--- src/crc8_frame_parser_macros.svh ---
// ----------------------------------------------------------------------------
// crc8_frame_parser_macros
// assertion macros for the deframer rtl
// ----------------------------------------------------------------------------
`ifndef CRC8_FRAME_PARSER_MACROS_SVH
`define CRC8_FRAME_PARSER_MACROS_SVH

`ifndef SYNTH
// checked only out of reset
`define CRCFP_ASSERT(lbl, prop) \
  lbl: assert property (@(posedge clk_i) disable iff (!rst_ni) (prop)) \
    else $error("crcfp assertion failed");
// checked at every edge, reset included
`define CRCFP_ASSERT_ALWAYS(lbl, prop) \
  lbl: assert property (@(posedge clk_i) (prop)) \
    else $error("crcfp assertion failed");
`else
`define CRCFP_ASSERT(lbl, prop)
`define CRCFP_ASSERT_ALWAYS(lbl, prop)
`endif

`endif

--- src/crcfp_pkg.sv ---
// ----------------------------------------------------------------------------
// crcfp_pkg
// types, codes and the crc-8 byte step for the frame deframer
// ----------------------------------------------------------------------------
`default_nettype none

package crcfp_pkg;

  localparam logic [7:0] CRC_INIT = 8'hFF;
  localparam logic [7:0] CRC_POLY = 8'h31;

  localparam logic [7:0] START_BYTE_RST = 8'h02;
  localparam logic [7:0] END_BYTE_RST   = 8'h03;

  // register indexes
  localparam logic CFG_START_BYTE = 1'b0;
  localparam logic CFG_END_BYTE   = 1'b1;

  // result kinds
  localparam logic KIND_DATA  = 1'b0;
  localparam logic KIND_FRAME = 1'b1;

  // frame status codes
  localparam logic [1:0] ST_OK      = 2'd0;
  localparam logic [1:0] ST_CRC_ERR = 2'd1;
  localparam logic [1:0] ST_NO_END  = 2'd2;

  typedef enum logic [2:0] {
    PH_HUNT  = 3'd0,
    PH_FUNC  = 3'd1,
    PH_COUNT = 3'd2,
    PH_DATA  = 3'd3,
    PH_CRC   = 3'd4,
    PH_END   = 3'd5
  } phase_e;

  typedef struct packed {
    logic       valid;
    logic       kind;
    logic [7:0] func_code;
    logic [7:0] data_byte;
    logic [7:0] data_index;
    logic       last_data;
    logic [7:0] data_count;
    logic [1:0] status;
  } result_t;

  // msb-first crc-8 over one byte
  function automatic logic [7:0] crc_step(input logic [7:0] crc, input logic [7:0] b);
    logic [7:0] v;
    v = crc ^ b;
    for (int k = 0; k < 8; k++) begin
      v = v[7] ? ({v[6:0], 1'b0} ^ CRC_POLY) : {v[6:0], 1'b0};
    end
    return v;
  endfunction

endpackage

`default_nettype wire

--- src/crcfp_deframe.sv ---
// ----------------------------------------------------------------------------
// crcfp_deframe
// frame state machine: hunts the start byte, tracks fields and crc
// ----------------------------------------------------------------------------
`default_nettype none

module crcfp_deframe (
  input  wire logic              clk_i,
  input  wire logic              rst_ni,
  input  wire logic              step_i,
  input  wire logic [7:0]        rx_byte_i,
  input  wire logic [7:0]        start_byte_i,
  input  wire logic [7:0]        end_byte_i,
  output crcfp_pkg::result_t     result_o
);

  crcfp_pkg::phase_e phase_q, phase_d;
  logic [7:0] func_q, func_d;
  logic [7:0] count_q, count_d;
  logic [7:0] pos_q, pos_d;
  logic [7:0] crc_q, crc_d;
  logic [7:0] rcrc_q, rcrc_d;

  logic       last_data;
  logic [7:0] crc_upd;
  logic [7:0] crc_fin;

  assign last_data = ({1'b0, pos_q} + 9'd1) >= {1'b0, count_q};
  assign crc_upd   = crcfp_pkg::crc_step(crc_q, rx_byte_i);
  assign crc_fin   = crcfp_pkg::crc_step(crc_q, end_byte_i);

  // next state
  always_comb begin
    phase_d = phase_q;
    func_d  = func_q;
    count_d = count_q;
    pos_d   = pos_q;
    crc_d   = crc_q;
    rcrc_d  = rcrc_q;
    if (step_i) begin
      unique case (phase_q)
        crcfp_pkg::PH_FUNC: begin
          func_d  = rx_byte_i;
          crc_d   = crc_upd;
          phase_d = crcfp_pkg::PH_COUNT;
        end
        crcfp_pkg::PH_COUNT: begin
          count_d = rx_byte_i;
          pos_d   = '0;
          crc_d   = crc_upd;
          phase_d = (rx_byte_i == 8'd0) ? crcfp_pkg::PH_CRC : crcfp_pkg::PH_DATA;
        end
        crcfp_pkg::PH_DATA: begin
          crc_d = crc_upd;
          if (last_data) begin
            phase_d = crcfp_pkg::PH_CRC;
          end else begin
            pos_d = pos_q + 8'd1;
          end
        end
        crcfp_pkg::PH_CRC: begin
          rcrc_d  = rx_byte_i;
          phase_d = crcfp_pkg::PH_END;
        end
        crcfp_pkg::PH_END: begin
          phase_d = crcfp_pkg::PH_HUNT;
        end
        default: begin
          phase_d = crcfp_pkg::PH_HUNT;
          if (rx_byte_i == start_byte_i) begin
            crc_d   = crcfp_pkg::crc_step(crcfp_pkg::CRC_INIT, rx_byte_i);
            pos_d   = '0;
            phase_d = crcfp_pkg::PH_FUNC;
          end
        end
      endcase
    end
  end

  // result word
  always_comb begin
    result_o            = '0;
    result_o.func_code  = func_q;
    result_o.data_count = count_q;
    unique case (phase_q)
      crcfp_pkg::PH_DATA: begin
        result_o.valid      = 1'b1;
        result_o.kind       = crcfp_pkg::KIND_DATA;
        result_o.data_byte  = rx_byte_i;
        result_o.data_index = pos_q;
        result_o.last_data  = last_data;
        result_o.status     = crcfp_pkg::ST_OK;
      end
      crcfp_pkg::PH_END: begin
        result_o.valid = 1'b1;
        result_o.kind  = crcfp_pkg::KIND_FRAME;
        if (crc_fin != rcrc_q) begin
          result_o.status = crcfp_pkg::ST_CRC_ERR;
        end else if (rx_byte_i != end_byte_i) begin
          result_o.status = crcfp_pkg::ST_NO_END;
        end else begin
          result_o.status = crcfp_pkg::ST_OK;
        end
      end
      default: begin
        result_o.valid = 1'b0;
      end
    endcase
  end

  always_ff @(posedge clk_i or negedge rst_ni) begin
    if (!rst_ni) begin
      phase_q <= crcfp_pkg::PH_HUNT;
      func_q  <= '0;
      count_q <= '0;
      pos_q   <= '0;
      crc_q   <= crcfp_pkg::CRC_INIT;
      rcrc_q  <= '0;
    end else begin
      phase_q <= phase_d;
      func_q  <= func_d;
      count_q <= count_d;
      pos_q   <= pos_d;
      crc_q   <= crc_d;
      rcrc_q  <= rcrc_d;
    end
  end

endmodule

`default_nettype wire

--- src/crc8_frame_parser.sv ---
// ----------------------------------------------------------------------------
// crc8_frame_parser
// byte-stream deframer with crc-8 (poly 0x31, init 0xff) frame check
// ----------------------------------------------------------------------------
//  channel | direction | handshake           | payload
//  in      | input     | in_valid / in_stall | rx_byte
//  out     | output    | out_valid/out_stall | kind, func_code, data_byte,
//          |           |                     | data_index, last_data,
//          |           |                     | data_count, status
//  cfg     | input     | cfg_we              | cfg_index, cfg_data
//
//  one word per cycle sustained while the output is not stalled; a word goes
//  input register -> result register
//  reset: hunting, start byte 0x02, end byte 0x03, crc 0xff
//  a stalled result holds its register; the input register keeps taking words
//  while the result register is free or being emptied
// ----------------------------------------------------------------------------
`default_nettype none

`include "crc8_frame_parser_macros.svh"

module crc8_frame_parser (
  input  wire logic       clk_i,
  input  wire logic       rst_ni,
  input  wire logic       cfg_we_i,
  input  wire logic       cfg_index_i,
  input  wire logic [7:0] cfg_data_i,
  input  wire logic       in_valid_i,
  output logic            in_stall_o,
  input  wire logic [7:0] rx_byte_i,
  output logic            out_valid_o,
  input  wire logic       out_stall_i,
  output logic            kind_o,
  output logic [7:0]      func_code_o,
  output logic [7:0]      data_byte_o,
  output logic [7:0]      data_index_o,
  output logic            last_data_o,
  output logic [7:0]      data_count_o,
  output logic [1:0]      status_o
);

  logic [7:0] start_byte_q;
  logic [7:0] end_byte_q;

  logic       in_valid_q, in_valid_d;
  logic [7:0] rx_q;
  logic       out_valid_q, out_valid_d;
  crcfp_pkg::result_t res, res_q;

  logic in_load;
  logic out_free;
  logic advance;
  logic out_load;

  assign out_free   = !out_valid_q || !out_stall_i;
  assign advance    = in_valid_q && out_free;
  assign in_stall_o = in_valid_q && !advance;
  assign in_load    = in_valid_i && !in_stall_o;
  assign out_load   = advance && res.valid;

  assign in_valid_d  = in_load || (in_valid_q && !advance);
  assign out_valid_d = out_load || (out_valid_q && out_stall_i);

  crcfp_deframe u_deframe (
    .clk_i        (clk_i),
    .rst_ni       (rst_ni),
    .step_i       (advance),
    .rx_byte_i    (rx_q),
    .start_byte_i (start_byte_q),
    .end_byte_i   (end_byte_q),
    .result_o     (res)
  );

  // config registers
  always_ff @(posedge clk_i or negedge rst_ni) begin
    if (!rst_ni) begin
      start_byte_q <= crcfp_pkg::START_BYTE_RST;
      end_byte_q   <= crcfp_pkg::END_BYTE_RST;
    end else if (cfg_we_i) begin
      unique case (cfg_index_i)
        crcfp_pkg::CFG_START_BYTE: start_byte_q <= cfg_data_i;
        crcfp_pkg::CFG_END_BYTE:   end_byte_q   <= cfg_data_i;
        default:                   start_byte_q <= start_byte_q;
      endcase
    end
  end

  // handshake control
  always_ff @(posedge clk_i or negedge rst_ni) begin
    if (!rst_ni) begin
      in_valid_q  <= 1'b0;
      out_valid_q <= 1'b0;
    end else begin
      in_valid_q  <= in_valid_d;
      out_valid_q <= out_valid_d;
    end
  end

  // payload registers
  always_ff @(posedge clk_i) begin
    if (in_load) begin
      rx_q <= rx_byte_i;
    end
    if (out_load) begin
      res_q <= res;
    end
  end

  assign out_valid_o  = out_valid_q;
  assign kind_o       = res_q.kind;
  assign func_code_o  = res_q.func_code;
  assign data_byte_o  = res_q.data_byte;
  assign data_index_o = res_q.data_index;
  assign last_data_o  = res_q.last_data;
  assign data_count_o = res_q.data_count;
  assign status_o     = res_q.status;

  `CRCFP_ASSERT_ALWAYS(a_stall_needs_word, !in_valid_q |-> !in_stall_o)
  `CRCFP_ASSERT(a_result_lands, out_load |=> out_valid_q)
  `CRCFP_ASSERT(a_status_code, out_valid_q |-> status_o <= crcfp_pkg::ST_NO_END)
  `CRCFP_ASSERT(a_data_no_status,
    (out_valid_q && kind_o == crcfp_pkg::KIND_DATA) |-> status_o == crcfp_pkg::ST_OK)
  `CRCFP_ASSERT(a_frame_clean,
    (out_valid_q && kind_o == crcfp_pkg::KIND_FRAME) |->
      (data_byte_o == 8'd0 && data_index_o == 8'd0 && !last_data_o))

endmodule

`default_nettype wire

--- config.mk ---
export PLATFORM = sky130hd
export DESIGN_NAME = crc8_frame_parser
export DESIGN_NICKNAME = d
export VERILOG_FILES = /design/src/crcfp_pkg.sv /design/src/crcfp_deframe.sv /design/src/crc8_frame_parser.sv
export VERILOG_INCLUDE_DIRS = /design/src /design/src/src
export SDC_FILE = /design/constraint.sdc
export NUM_CORES = 1
export LEC_CHECK = 0
export ABC_AREA = 1
export BUFFER_PORTS_ARGS = -buffer_cell sky130_fd_sc_hd__buf_4
export CELL_PAD_IN_SITES_DETAIL_PLACEMENT = 1
export CELL_PAD_IN_SITES_GLOBAL_PLACEMENT = 2
export CORE_MARGIN = 2
export CORE_UTILIZATION = 35
export CTS_CLUSTER_DIAMETER = 200
export CTS_CLUSTER_SIZE = 12
export DETAILED_ROUTE_END_ITERATION = 6
export PLACE_DENSITY_LB_ADDON = 0.1
export SYNTH_ARGS = -nofsm -noshare
export SYNTH_HDL_FRONTEND = slang
export SYNTH_HIERARCHICAL = 1
export SYNTH_SLANG_ARGS = --single-unit
--- constraint.sdc ---
create_clock -name clk_i -period 3.65 [get_ports clk_i]
set_clock_uncertainty 0.15 [all_clocks]
set_input_delay 0.1825 -clock clk_i [delete_from_list [all_inputs] [get_ports clk_i]]
set_output_delay 0.1825 -clock clk_i [all_outputs]
set_load 0.1 [all_outputs]
== Word level (Yosys, flattened, before mapping) ==
Cells that the tools add are included.
W data, S select, Z words.

* Register bits after elaboration: 105
* Input bits: 22
* Output and inout bits: 38
* Logic and storage cells: 128

* $add $sub $neg: 2
* Order comparisons: 1
* Eq/ne operators: 10
* Muxes and demuxes: 37
* Bitwise logic cells: 31
* Reductions and logical operators: 28

{| class="wikitable"
|+ Operators with widths
! operator !! number
|-
| $mux W6 || 24
|-
| $not A3 Y3 || 24
|-
| $mux W8 || 3
|-
| $pmux W8 S3 || 1
|-
| $ne A8 B8 Y1 || 2
|-
| $pmux W8 S2 || 1
|-
| $xor A8 B8 Y8 || 2
|-
| $pmux W3 S5 || 1
|-
| $reduce_and A2 Y1 || 6
|-
| $add A8 B1 Y9 const B || 1
|-
| $ge A9 B8 Y1 || 1
|-
| $add A8 B1 Y8 const B || 1
|-
| $eq A8 B8 Y1 || 1
|-
| $logic_not A8 Y1 || 1
|-
| $not A8 Y8 || 1
|-
| $eq A3 B2 Y1 const B || 2
|-
| $eq A3 B3 Y1 const B || 2
|-
| $mux W3 || 2
|-
| $reduce_or A2 Y1 || 3
|-
| $reduce_or A3 Y1 || 2
|-
| $logic_and A1 B1 Y1 || 5
|-
| $logic_not A1 Y1 || 4
|-
| $mux W1 || 4
|-
| $not A1 Y1 || 4
|-
| 9 further kinds || 11
|}

== Depth between registers and ports, before layout ==
Gate-level depths: netlist (run 1).

* Depth in word-level cells: 19
* Mapped depth: 14
* Gate-level depth less buffers: 14

== Cells and area by module ==
Netlist (run 1), hierarchy kept.

{| class="wikitable"
|+ Modules (own cells, without submodules)
! module !! instances !! cells an instance !! area an instance (um^2) !! seq. area each (um^2)
|-
| crcfp_deframe || 1 || 619 || 3778.6 || 1086.0
|-
| crc8_frame_parser || 1 || 129 || 2089.5 || 1775.5
|}

== Worst setup path before layout (run 1) ==
Ideal clock, no wire load.

* Path kind: register to register
* Start point: register u_deframe.phase_q[1]
* End point: register res_q (netlist bit data_byte_o[0]) (enable)
* Setup time: 0.429 ns
* Arrival time: 2.731 ns
* Required time: 3.071 ns
* Setup slack: 0.340 ns
* Cell stages (with the launch flop): 10
* Path buffers: 1
* Clock period less this slack: 3.310 ns
* Path through: dfrtp_1 -> inv_2 -> nor2_1 -> inv_1 -> nor2_2 -> inv_2 -> clkbuf_1 -> nand2_1 -> inv_1 -> nor2_1

{| class="wikitable"
|+ RTL lines
! item !! RTL line !! source
|-
| from (decl) || crcfp_deframe.sv:17 || <nowiki>crcfp_pkg::phase_e phase_q, phase_d;</nowiki>
|-
| from (signal assigned) || crcfp_deframe.sv:113 || <nowiki>phase_q <= crcfp_pkg::PH_HUNT;</nowiki>
|-
| from (signal assigned) || crcfp_deframe.sv:120 || <nowiki>phase_q <= phase_d;</nowiki>
|-
| to (signal assigned) || crc8_frame_parser.sv:105 || <nowiki>res_q <= res;</nowiki>
|-
| to (decl) || crc8_frame_parser.sv:48 || <nowiki>crcfp_pkg::result_t res, res_q;</nowiki>
|}

== Final worst setup path (run 1) ==
* Start point: register u_deframe.pos_q[2]
* End point: register u_deframe.pos_q[1]

* Cells in the longest elaborated chain, start to end: 4

{| class="wikitable"
|+ Ends and longest elaborated chain
! item !! RTL line !! source
|-
| from (decl) || crcfp_deframe.sv:20 || <nowiki>logic [7:0] pos_q, pos_d;</nowiki>
|-
| from (signal assigned) || crcfp_deframe.sv:123 || <nowiki>pos_q <= pos_d;</nowiki>
|-
| $add A8 B1 Y9 || crcfp_deframe.sv:28 || <nowiki>assign last_data = ({1'b0, pos_q} + 9'd1) >= {1'b0, count_q};</nowiki>
|-
| $ge A9 B8 Y1 || crcfp_deframe.sv:28 ||
|-
| $ne A2 B2 Y1 (no source line) || - ||
|-
| $reduce_and A4 Y1 (no source line) || - ||
|}

No other way between the ends.
A chain may end at the register's enable or synchronous reset.

==> results of run 1 <==
-- power by group through the flow --
stage / combinational (mW) / sequential (mW) / clock (mW)
6_report: 2.07 / 1.77 / 0.935
5_1_grt: 2.39 / 1.80 / 1.01
4_1_cts: 2.10 / 1.77 / 0.974
3_5_place_dp: 2.08 / 1.80 / 0
3_3_place_gp: 2.00 / 1.78 / 0
2_1_floorplan: 1.47 / 1.83 / 0
-- placed cells by master (no fill, tap or decap), types with 2 or more instances in the layout --
| master | instances |
|---|---|
| sky130_fd_sc_hd__nand4_1 | 7 |
| sky130_fd_sc_hd__nand2_4 | 3 |
| sky130_fd_sc_hd__nand3b_1 | 4 |
| sky130_fd_sc_hd__inv_1 | 78 |
| sky130_fd_sc_hd__ha_1 | 11 |
| sky130_fd_sc_hd__xor2_1 | 8 |
| sky130_fd_sc_hd__inv_2 | 12 |
| sky130_fd_sc_hd__a22oi_1 | 2 |
| sky130_fd_sc_hd__nand3_2 | 3 |
| sky130_fd_sc_hd__edfxtp_1 | 44 |
| sky130_fd_sc_hd__inv_8 | 2 |
| sky130_fd_sc_hd__o211ai_1 | 3 |
| sky130_fd_sc_hd__nand2_2 | 8 |
| sky130_fd_sc_hd__dfrtp_1 | 50 |
| sky130_fd_sc_hd__nor2_1 | 55 |
| sky130_fd_sc_hd__clkinv_4 | 2 |
| sky130_fd_sc_hd__nand2_1 | 280 |
| sky130_fd_sc_hd__o21ai_1 | 7 |
| sky130_fd_sc_hd__clkbuf_16 | 9 |
| sky130_fd_sc_hd__nor2_2 | 6 |
| sky130_fd_sc_hd__dlygate4sd3_1 | 22 |
| sky130_fd_sc_hd__nand3_1 | 69 |
| sky130_fd_sc_hd__dfstp_2 | 11 |
| sky130_fd_sc_hd__nor3_1 | 4 |
| sky130_fd_sc_hd__buf_4 | 60 |
| sky130_fd_sc_hd__clkinv_2 | 2 |
| sky130_fd_sc_hd__xnor2_1 | 22 |
| sky130_fd_sc_hd__a21oi_1 | 5 |
| sky130_fd_sc_hd__o21ai_0 | 32 |
-- through the flow --
| step | setup WS [ns] | instances |
|---|---|---|
| 2_1_floorplan | 0.340 | 748 |
| 3_3_place_gp | 1.19 | 1012 |
| 3_5_place_dp | 1.00 | 1012 |
| 4_1_cts | 0.971 | 1050 |
| 5_1_grt | 0.695 | 1050 |
| 6_report | 0.984 | 1050 |
-- final timing paths --
kind | cells after the start | to | start
max in group asynchronous | 2 | u_deframe/count_q[2]$_DFFE_PN0P_ | rst_ni
hold reg to reg | 0 | func_code_o[3]$_DFFE_PP_ | u_deframe/func_q[3]$_DFFE_PN0P_
hold / removal | 3 | end_byte_q[7]$_DFFE_PN0P_ | cfg_index_i
min in group asynchronous | 2 | start_byte_q[5]$_DFFE_PN0P_ | rst_ni
setup reg to reg | 14 | u_deframe/pos_q[1]$_DFFE_PN0P_ | u_deframe/pos_q[2]$_DFFE_PN0P_
setup / recovery | 14 | u_deframe/pos_q[1]$_DFFE_PN0P_ | u_deframe/pos_q[2]$_DFFE_PN0P_
-- per-layer routing --
| layer | track usage | up-vias | part of all wire |
|---|---|---|---|
| met5 | 0 | - | 0 |
| met4 | 0.0603 | 0 | 0.016 |
| met3 | 0.0312 | 18 | 0.022 |
| met2 | 0.349 | 64 | 0.50 |
| met1 | 0.247 | 2416 | 0.46 |
| li1 | - | 2531 | - |
-- synthesized netlist by cell type --
| cell | number | share of area |
|---|---|---|
| sky130_fd_sc_hd__inv_8 | 1 | 0.0019 |
| sky130_fd_sc_hd__o21a_1 | 1 | 0.0013 |
| sky130_fd_sc_hd__o211ai_1 | 3 | 0.0038 |
| sky130_fd_sc_hd__buf_4 | 3 | 0.0038 |
| sky130_fd_sc_hd__buf_2 | 4 | 0.0034 |
| sky130_fd_sc_hd__o21ai_0 | 32 | 0.027 |
| sky130_fd_sc_hd__xnor2_1 | 22 | 0.033 |
| sky130_fd_sc_hd__a31oi_1 | 1 | 0.0011 |
| sky130_fd_sc_hd__a22oi_1 | 2 | 0.0026 |
| sky130_fd_sc_hd__dfrtp_1 | 50 | 0.21 |
| sky130_fd_sc_hd__nor3_1 | 4 | 0.0034 |
| sky130_fd_sc_hd__nand3b_1 | 4 | 0.0051 |
| sky130_fd_sc_hd__nand4_1 | 7 | 0.0075 |
| sky130_fd_sc_hd__nand2_1 | 280 | 0.18 |
| sky130_fd_sc_hd__edfxtp_1 | 44 | 0.23 |
| sky130_fd_sc_hd__clkinv_2 | 1 | 0.00085 |
| sky130_fd_sc_hd__nor2_1 | 56 | 0.036 |
| sky130_fd_sc_hd__o31ai_1 | 1 | 0.0013 |
| sky130_fd_sc_hd__o21ai_1 | 7 | 0.0060 |
| sky130_fd_sc_hd__dfstp_2 | 11 | 0.049 |
| sky130_fd_sc_hd__ha_1 | 11 | 0.023 |
| sky130_fd_sc_hd__a21oi_1 | 5 | 0.0043 |
| sky130_fd_sc_hd__nor2_2 | 6 | 0.0064 |
| sky130_fd_sc_hd__clkbuf_1 | 6 | 0.0038 |
| sky130_fd_sc_hd__nand2_4 | 3 | 0.0058 |
| sky130_fd_sc_hd__inv_2 | 12 | 0.0077 |
| sky130_fd_sc_hd__nand3_1 | 69 | 0.059 |
| sky130_fd_sc_hd__nor4_1 | 1 | 0.0011 |
| sky130_fd_sc_hd__nand3_2 | 3 | 0.0051 |
| sky130_fd_sc_hd__nand2_2 | 8 | 0.0085 |
| sky130_fd_sc_hd__inv_1 | 78 | 0.050 |
| sky130_fd_sc_hd__a21oi_4 | 1 | 0.0028 |
| sky130_fd_sc_hd__buf_6 | 3 | 0.0058 |
| sky130_fd_sc_hd__xor2_1 | 8 | 0.012 |
-- state kept, by name (all words and copies together) (netlist names), 2 cells and up --
| signal | count |
|---|---|
| u_deframe/pos_q | 8 |
| start_byte_q | 8 |
| u_deframe/func_q | 8 |
| data_count_o | 8 |
| data_index_o | 8 |
| func_code_o | 8 |
| data_byte_o | 8 |
| rx_q | 8 |
| u_deframe/count_q | 8 |
| status_o | 2 |
| u_deframe/phase_q | 3 |
| u_deframe/rcrc_q | 8 |
| u_deframe/crc_q | 8 |
| end_byte_q | 8 |
-- cells by family (layout without fill, tap and decap cells) --
kind of cell             after synthesis  after routing  share of synthesized area
flip-flops                           105            105                      0.488
adder cells (fa/ha/maj)               11             11                     0.0235
AO/OA/AOI/OAI                         53             53                     0.0503
XOR/XNOR                              30             30                     0.0448
buffers and inverters                108            190                     0.0772
AND/OR/NAND/NOR                      441            441                      0.317
-- final cells by class --
type | count | area [um^2]
clock inverters | 6 | 50.0
inverters | 92 | 354
flip-flops and latches | 105 | 2860
fillers | 2067 | 9460
multi-input cells | 535 | 2560
well taps | 220 | 275
repair buffers | 82 | 671
clock buffers | 10 | 229
-- tightest hold or removal path, cell delays in order --
cell and delay, ns:
sky130_fd_sc_hd__buf_4 0.16, sky130_fd_sc_hd__nand3_1 0.09, sky130_fd_sc_hd__nand2_1 0.05
==> results.txt, run 1 <==
The signal on the critical path passes through nand4_1 -> nor2_1 -> nand2_1 -> xor2_1 -> inv_1 -> ha_1 -> nand2_1 -> nor4_1 -> nand2_1 -> nand3_2 -> nand2_4 -> nand2_4 -> nand2_1 -> nand2_1. The effective utilization at floorplan came out at 0.356. From synthesis to final layout, the design area changed by 19.3%. TritonCTS built the clock tree.

The number of gates resized after CTS was 0. The worst max-slew margin expressed relative to the limit is 0.418. Type of the most critical hold path: in2reg. The run gives 0.299 mV as the worst ir drop on vdd. The kind of cell with the highest combined delay along the critical path is simple AND/OR/NAND/NOR gates. Counting every instance in the synthesized netlist gives 748.

On the worst path, the slowest cell contributes a delay of 0.44 ns. Global route total overflow: 0. The worst path arrival time is 2.81 ns, and the maximum number of pins on one net before global-route repair is 62.

The final-report max-slew violation count is 0, and the clock network fraction of design power is 0.196. The utilization of the core after routing was 0.425; the fraction of final layout cells with drive strength greater than 1 was 0.147. For the pin with the worst max-slew slack, the measured transition is 0.874 ns. The H-tree generated during clock tree synthesis spans 3 levels. The clock net in this run drives a total of 105 sinks.

The number of antenna violations at the first check in global routing is 0. Subtracting the final worst setup slack from the clock period gives 2.67 ns. The routed wire length was 16900 um; the standby leakage power was 3.41 nW.

The setup check on the worst reg-to-reg path leaves a slack of 0.98 ns. Synthesis produced a netlist with a net count of 781. The core region area is 16500 um^2. For the proportion of synthesized chip area in sequential cells, the log shows 0.488. The achievable clock frequency came out at 375 MHz. The overall power of the completed layout was 4.78 mW.

The data required time at the worst endpoint came out at 3.79 ns. The first routing iteration left 215 violations. Counting the buffers created by CTS gives 9. The final-layout worst hold slack was 0.0203 ns; the HPWL reported at the end of detailed placement was 12800 um. The floorplan has 47 rows.

In the final design database the tool counted 858 nets. Adding up every negative setup slack in the final design gives 0 ns. Type of destination of the critical path: a flop.

In this run the deepest clock path goes through 2 buffers. In this run the tool buffered the top-level ports with 59 buffer cells. With fillers left out, the area of the finished cells amounts to 7000 um^2. The global-route total usage across every layer is 0.197. Via count of the first global-routing pass: 5265. The area of the die is 17800 um^2, and the detailed-route DRC error count is 0. The sequential share of power is 0.370. After clock tree synthesis, the setup repair step added 0 buffers.

The buffering stage count on the worst path with inverters included is 1, and the total of endpoints with negative setup slack in the final report is 0. During I/O placement, the number of pins put on the boundary was 60. 0 antenna diodes ended up in the layout. In this run the worst path has a maximum fanout of 10. The run finished with clean final reports. Synthesis instantiated 34 different standard cells from the library.

STA classifies the critical path startpoint as a flop. The tools report the number of detailed-routing iterations run before antenna repair as 5. The part of the cycle the worst path needs was 0.730; the power dissipated by switching net loads was 2.12 mW.

In this run the cell area of the synthesized design comes to 5870 um^2. For this design, the CTS-stage hold fixing added 22 buffers. The most numerous cell type found on the critical path is sky130_fd_sc_hd__nand2_1. The tools report the total of warnings raised by yosys as 6.

The slowest stage cell on the critical path was sky130_fd_sc_hd__dfrtp_1. Cell internal power was estimated by the tool at 2.66 mW. Setup repair after global routing left no endpoint under its margin. The number of failing hold endpoints at the final stage was 0; the residual antenna-violating net count after detailed routing was 0.

The power density of the placed cells works out to 682 nW/um^2. In this run the horizontal extent of the chip is 133 um. Clock-pin slew was measured on the worst setup and hold paths at 0.07 ns.

In this run the cell area measured after placement is 6500 um^2. The detailed router placed 5029 vias in this run. The run gives 0.434 as the fraction of power consumed by combinational cells. At the later pin of the worst-skew pair, clock insertion delay measures 0.36 ns. The worst setup path is of the reg2reg kind.

The clock tree root driver cell was sky130_fd_sc_hd__clkbuf_16. Averaged over all synthesized cells, the footprint is 7.85 um^2. After detailed routing, the average wire length per cell comes to 16.1 um. From bottom edge to top edge, the die measures 133 um. In the routed layout, each cell is associated on average with a via count of 4.79. The logs give 0 for the max-capacitance violation count and 27000 um for the first-pass GRT wire length. Routability-driven placement finished with a final weighted congestion of 0.803.

The switching share of power is 0.443. After synthesis the netlist holds a flip-flop and latch count of 105.
Power figures use the tool's default switching activity.
==> run 2: changes to the inputs <==
==> constraint.sdc (replaced) <==
create_clock -name clk_i -period 2.65 [get_ports clk_i]
set_clock_uncertainty 0.15 [all_clocks]
set_input_delay 0.1325 -clock clk_i [delete_from_list [all_inputs] [get_ports clk_i]]
set_output_delay 0.1325 -clock clk_i [all_outputs]
set_load 0.1 [all_outputs]
==> results.txt, run 2 (synthesized netlist as in run 1, its figures left out) <==
The run finished with clean final reports. For the worst max-slew margin expressed relative to the limit, the log shows 0.432 (+0.0148). The detail-routed via count per cell works out to 4.79 (about the same).

The number of fill cells is 2030 (-1.8%), and the routed wire length is 16800 um (-0.27%). The stage delay of the slowest cell on the critical path was 0.42 ns (-0.02 ns). The total of endpoints with negative setup slack in the final report was 0 (unchanged).

The kind of cell adding the most delay to the critical path was simple AND/OR/NAND/NOR gates. For the net total in the final layout, the log shows 879 (+2.4%). Global route total overflow: 0 (unchanged). The most common cell after layout, fill and taps aside was sky130_fd_sc_hd__nand2_1. The run gives 0 (unchanged) as the number of failing hold endpoints at the final stage. The placer's final routability congestion estimate is 0.834 (+3.8%), and the data required time at the worst endpoint is 2.73 ns (-1.06 ns).

The part of the cycle the worst path needs came out at 0.951 (+0.221). The tools report the startpoint kind of the worst setup timing path as a flop. For the number of top-level design ports, the log shows 60 (unchanged). The global-route total usage across every layer is 0.194 (-0.00237). Number of buffers created by CTS: 9 (unchanged). The floorplan row count was 47 (unchanged).

TritonCTS built the clock tree. Core region area: 16500 um^2 (unchanged). Cell with the most instances on the worst path: sky130_fd_sc_hd__nand2_1. The via count of the first global-routing pass is 5211 (-1.0%), and the number of detailed-routing iterations run before antenna repair is 4 (-1). The final-report max-slew violation count was 0 (unchanged); the first-pass GRT wire length was 27000 um (-0.23%). The standby leakage power was 3.49 nW (+2.4%). The detailed-route DRC error count was 0 (unchanged). For the latest clock arrival within the worst-skew pair, the log shows 0.35 ns (about the same). The fraction of final layout cells with drive strength greater than 1 is 0.168 (+0.0210). The overall power of the completed layout was 6.63 mW (+39%); the x dimension of the die was 133 um (unchanged).

The number of gates on the worst path with buffers counted came out at 12 (-2). Slowest stage cell on the critical path: sky130_fd_sc_hd__dfrtp_2. The type of destination of the critical path is a flop. The path class of the tightest hold or removal check is in2async.

The measured slew at the worst slew-check pin is 0.851 ns (-0.0221 ns), and the max-capacitance violation count is 0 (unchanged). The buffer depth of the longest clock path is 2 (unchanged). The worst ir drop on vdd was 0.381 mV (+27%). The antenna diode instance count is 0 (unchanged). Relative to the synthesized area, the layout overhead comes to 23.5%. The residual antenna-violating net count after detailed routing was 0 (unchanged); the number of sinks handled by clock tree synthesis was 105 (unchanged). The setup path with the least slack is of type reg2reg. The average wire per cell in the routed design was 15.7 um (-2.2%). Walking the worst path, the cells encountered are nand4_1 -> buf_4 -> o21ai_1 -> inv_1 -> ha_1 -> nand2_1 -> nor4_2 -> nand2_1 -> nand3_2 -> nand2_4 -> nand3_1 -> nand2_1. Worst path arrival time: 2.60 ns (-0.21 ns). The via count was 5128 (+2.0%). The buffering stage count on the worst path with inverters included came out at 2 (+1). The maximum number of pins on one net before global-route repair is 62 (unchanged). The area of all sequential standard cells was 2860 um^2 (about the same). The final period demand of the worst path was 2.52 ns (-0.145 ns). The clock transition at the register clock pins on the worst setup and hold paths after CTS was 0.08 ns (about the same); the number of violations reported at the end of detailed-routing iteration 0 was 221 (+2.8%). The number of antenna violations at the first check in global routing was 0 (unchanged); the power density of the placed cells was 916 nW/um^2 (+34%).

Final-layout worst hold slack: 0.256 ns (+0.236 ns). Top fanout value on the critical path: 5 (-5). The area of the die is 17800 um^2 (unchanged). The HPWL reported at the end of detailed placement was 12600 um (-1.4%); the path depth of the worst reg2reg path was 12 (-2). The count of buffers inserted at the top-level ports is 59 (unchanged). For the combined area of the multi-input logic cells, the log shows 2620 um^2 (+2.3%).

The achievable clock frequency was 397 MHz (+5.7%); the height of the chip was 133 um (unchanged). The H-tree depth came out at 3 (unchanged). The library cells used most frequently in the layout, excluding fill and tap cells, are 280 x sky130_fd_sc_hd__nand2_1, 78 x sky130_fd_sc_hd__inv_1, 72 x sky130_fd_sc_hd__buf_4, 69 x sky130_fd_sc_hd__nand3_1, 55 x sky130_fd_sc_hd__nor2_1. For the effective utilization at floorplan, the log shows 0.356 (unchanged). The tree is rooted in a sky130_fd_sc_hd__clkbuf_16.
[run 2: cell count changes in the layout (fill, tap and decap cells not counted), moves of 2 or more]
cell,previous run,this run
sky130_fd_sc_hd__xor2_2,0,2
sky130_fd_sc_hd__dlygate4sd3_1,22,29
sky130_fd_sc_hd__buf_4,60,72
sky130_fd_sc_hd__xor2_1,8,6
sky130_fd_sc_hd__dfrtp_2,0,2
sky130_fd_sc_hd__dfrtp_1,50,48
[run 2: routing by layer]
layer | vias up | GRT usage | wire length [um]
met5 | - | 0 | 0
met4 | 0 | 0.0443 | 219
met3 | 17 | 0.0339 | 356
met2 | 63 | 0.347 | 8290
met1 | 2475 | 0.247 | 7950
li1 | 2573 | - | -
[run 2: worst register-to-register path, stage by stage (launching register included)]
cell and delay [ns]:
sky130_fd_sc_hd__dfrtp_2 0.42, sky130_fd_sc_hd__nand4_1 0.16, sky130_fd_sc_hd__buf_4 0.17, sky130_fd_sc_hd__o21ai_1 0.18, sky130_fd_sc_hd__inv_1 0.07, sky130_fd_sc_hd__ha_1 0.29
sky130_fd_sc_hd__nand2_1 0.07, sky130_fd_sc_hd__nor4_2 0.31, sky130_fd_sc_hd__nand2_1 0.14, sky130_fd_sc_hd__nand3_2 0.13, sky130_fd_sc_hd__nand2_4 0.11, sky130_fd_sc_hd__nand3_1 0.13
sky130_fd_sc_hd__nand2_1 0.08
[run 2: area by class of cell]
cell class	instances	share of cell area
Clock inverter	6	0.00708
Sequential cell	105	0.395
Multi-Input combinational cell	536	0.362
Timing Repair Buffer	102	0.117
Clock buffer	10	0.0316
Inverter	92	0.0489
Tap cell	220	0.0380
[run 2: metrics by stage]
step	instances	TNS (ns)	cell area, um^2	worst slack, ns	utilization
2_1_floorplan	748	0	5880	0.314	-
3_3_place_gp	1017	0	6550	0.182	0.398
3_5_place_dp	1017	-0.261	6550	-0.0425	0.398
4_1_cts	1063	0	7140	0.00384	0.433
5_1_grt	1071	-0.179	7240	-0.0373	0.440
6_report	1071	0	7240	0.129	0.440
[run 2: final timing paths]
kind | slack (ns) | start | to
setup / recovery | 0.13 | u_deframe/pos_q[0]$_DFFE_PN0P_ | u_deframe/pos_q[5]$_DFFE_PN0P_
hold reg to reg | 0.30 | u_deframe/func_q[7]$_DFFE_PN0P_ | func_code_o[7]$_DFFE_PP_
min in group clk_i | 0.30 | u_deframe/func_q[7]$_DFFE_PN0P_ | func_code_o[7]$_DFFE_PP_
max in group asynchronous | 1.46 | rst_ni | u_deframe/pos_q[0]$_DFFE_PN0P_
setup reg to reg | 0.13 | u_deframe/pos_q[0]$_DFFE_PN0P_ | u_deframe/pos_q[5]$_DFFE_PN0P_
hold / removal | 0.26 | rst_ni | start_byte_q[0]$_DFFE_PN0P_
[run 2: power by group]
group / total, mW / internal, mW / switching (mW)
registers: 2.42 / 2.11 / 0.317
logic: 2.92 / 0.945 / 1.97
clock network: 1.29 / 0.652 / 0.640
[run 2: what timing repair did]
item,in CTS,in global routing
hold buffers,29,0
buffers inserted,1,7
resized for setup,1,10
hold endpoints to repair,76,0
endpoints found under the setup margin,11,12
gates cloned,0,1
pin swaps,0,6
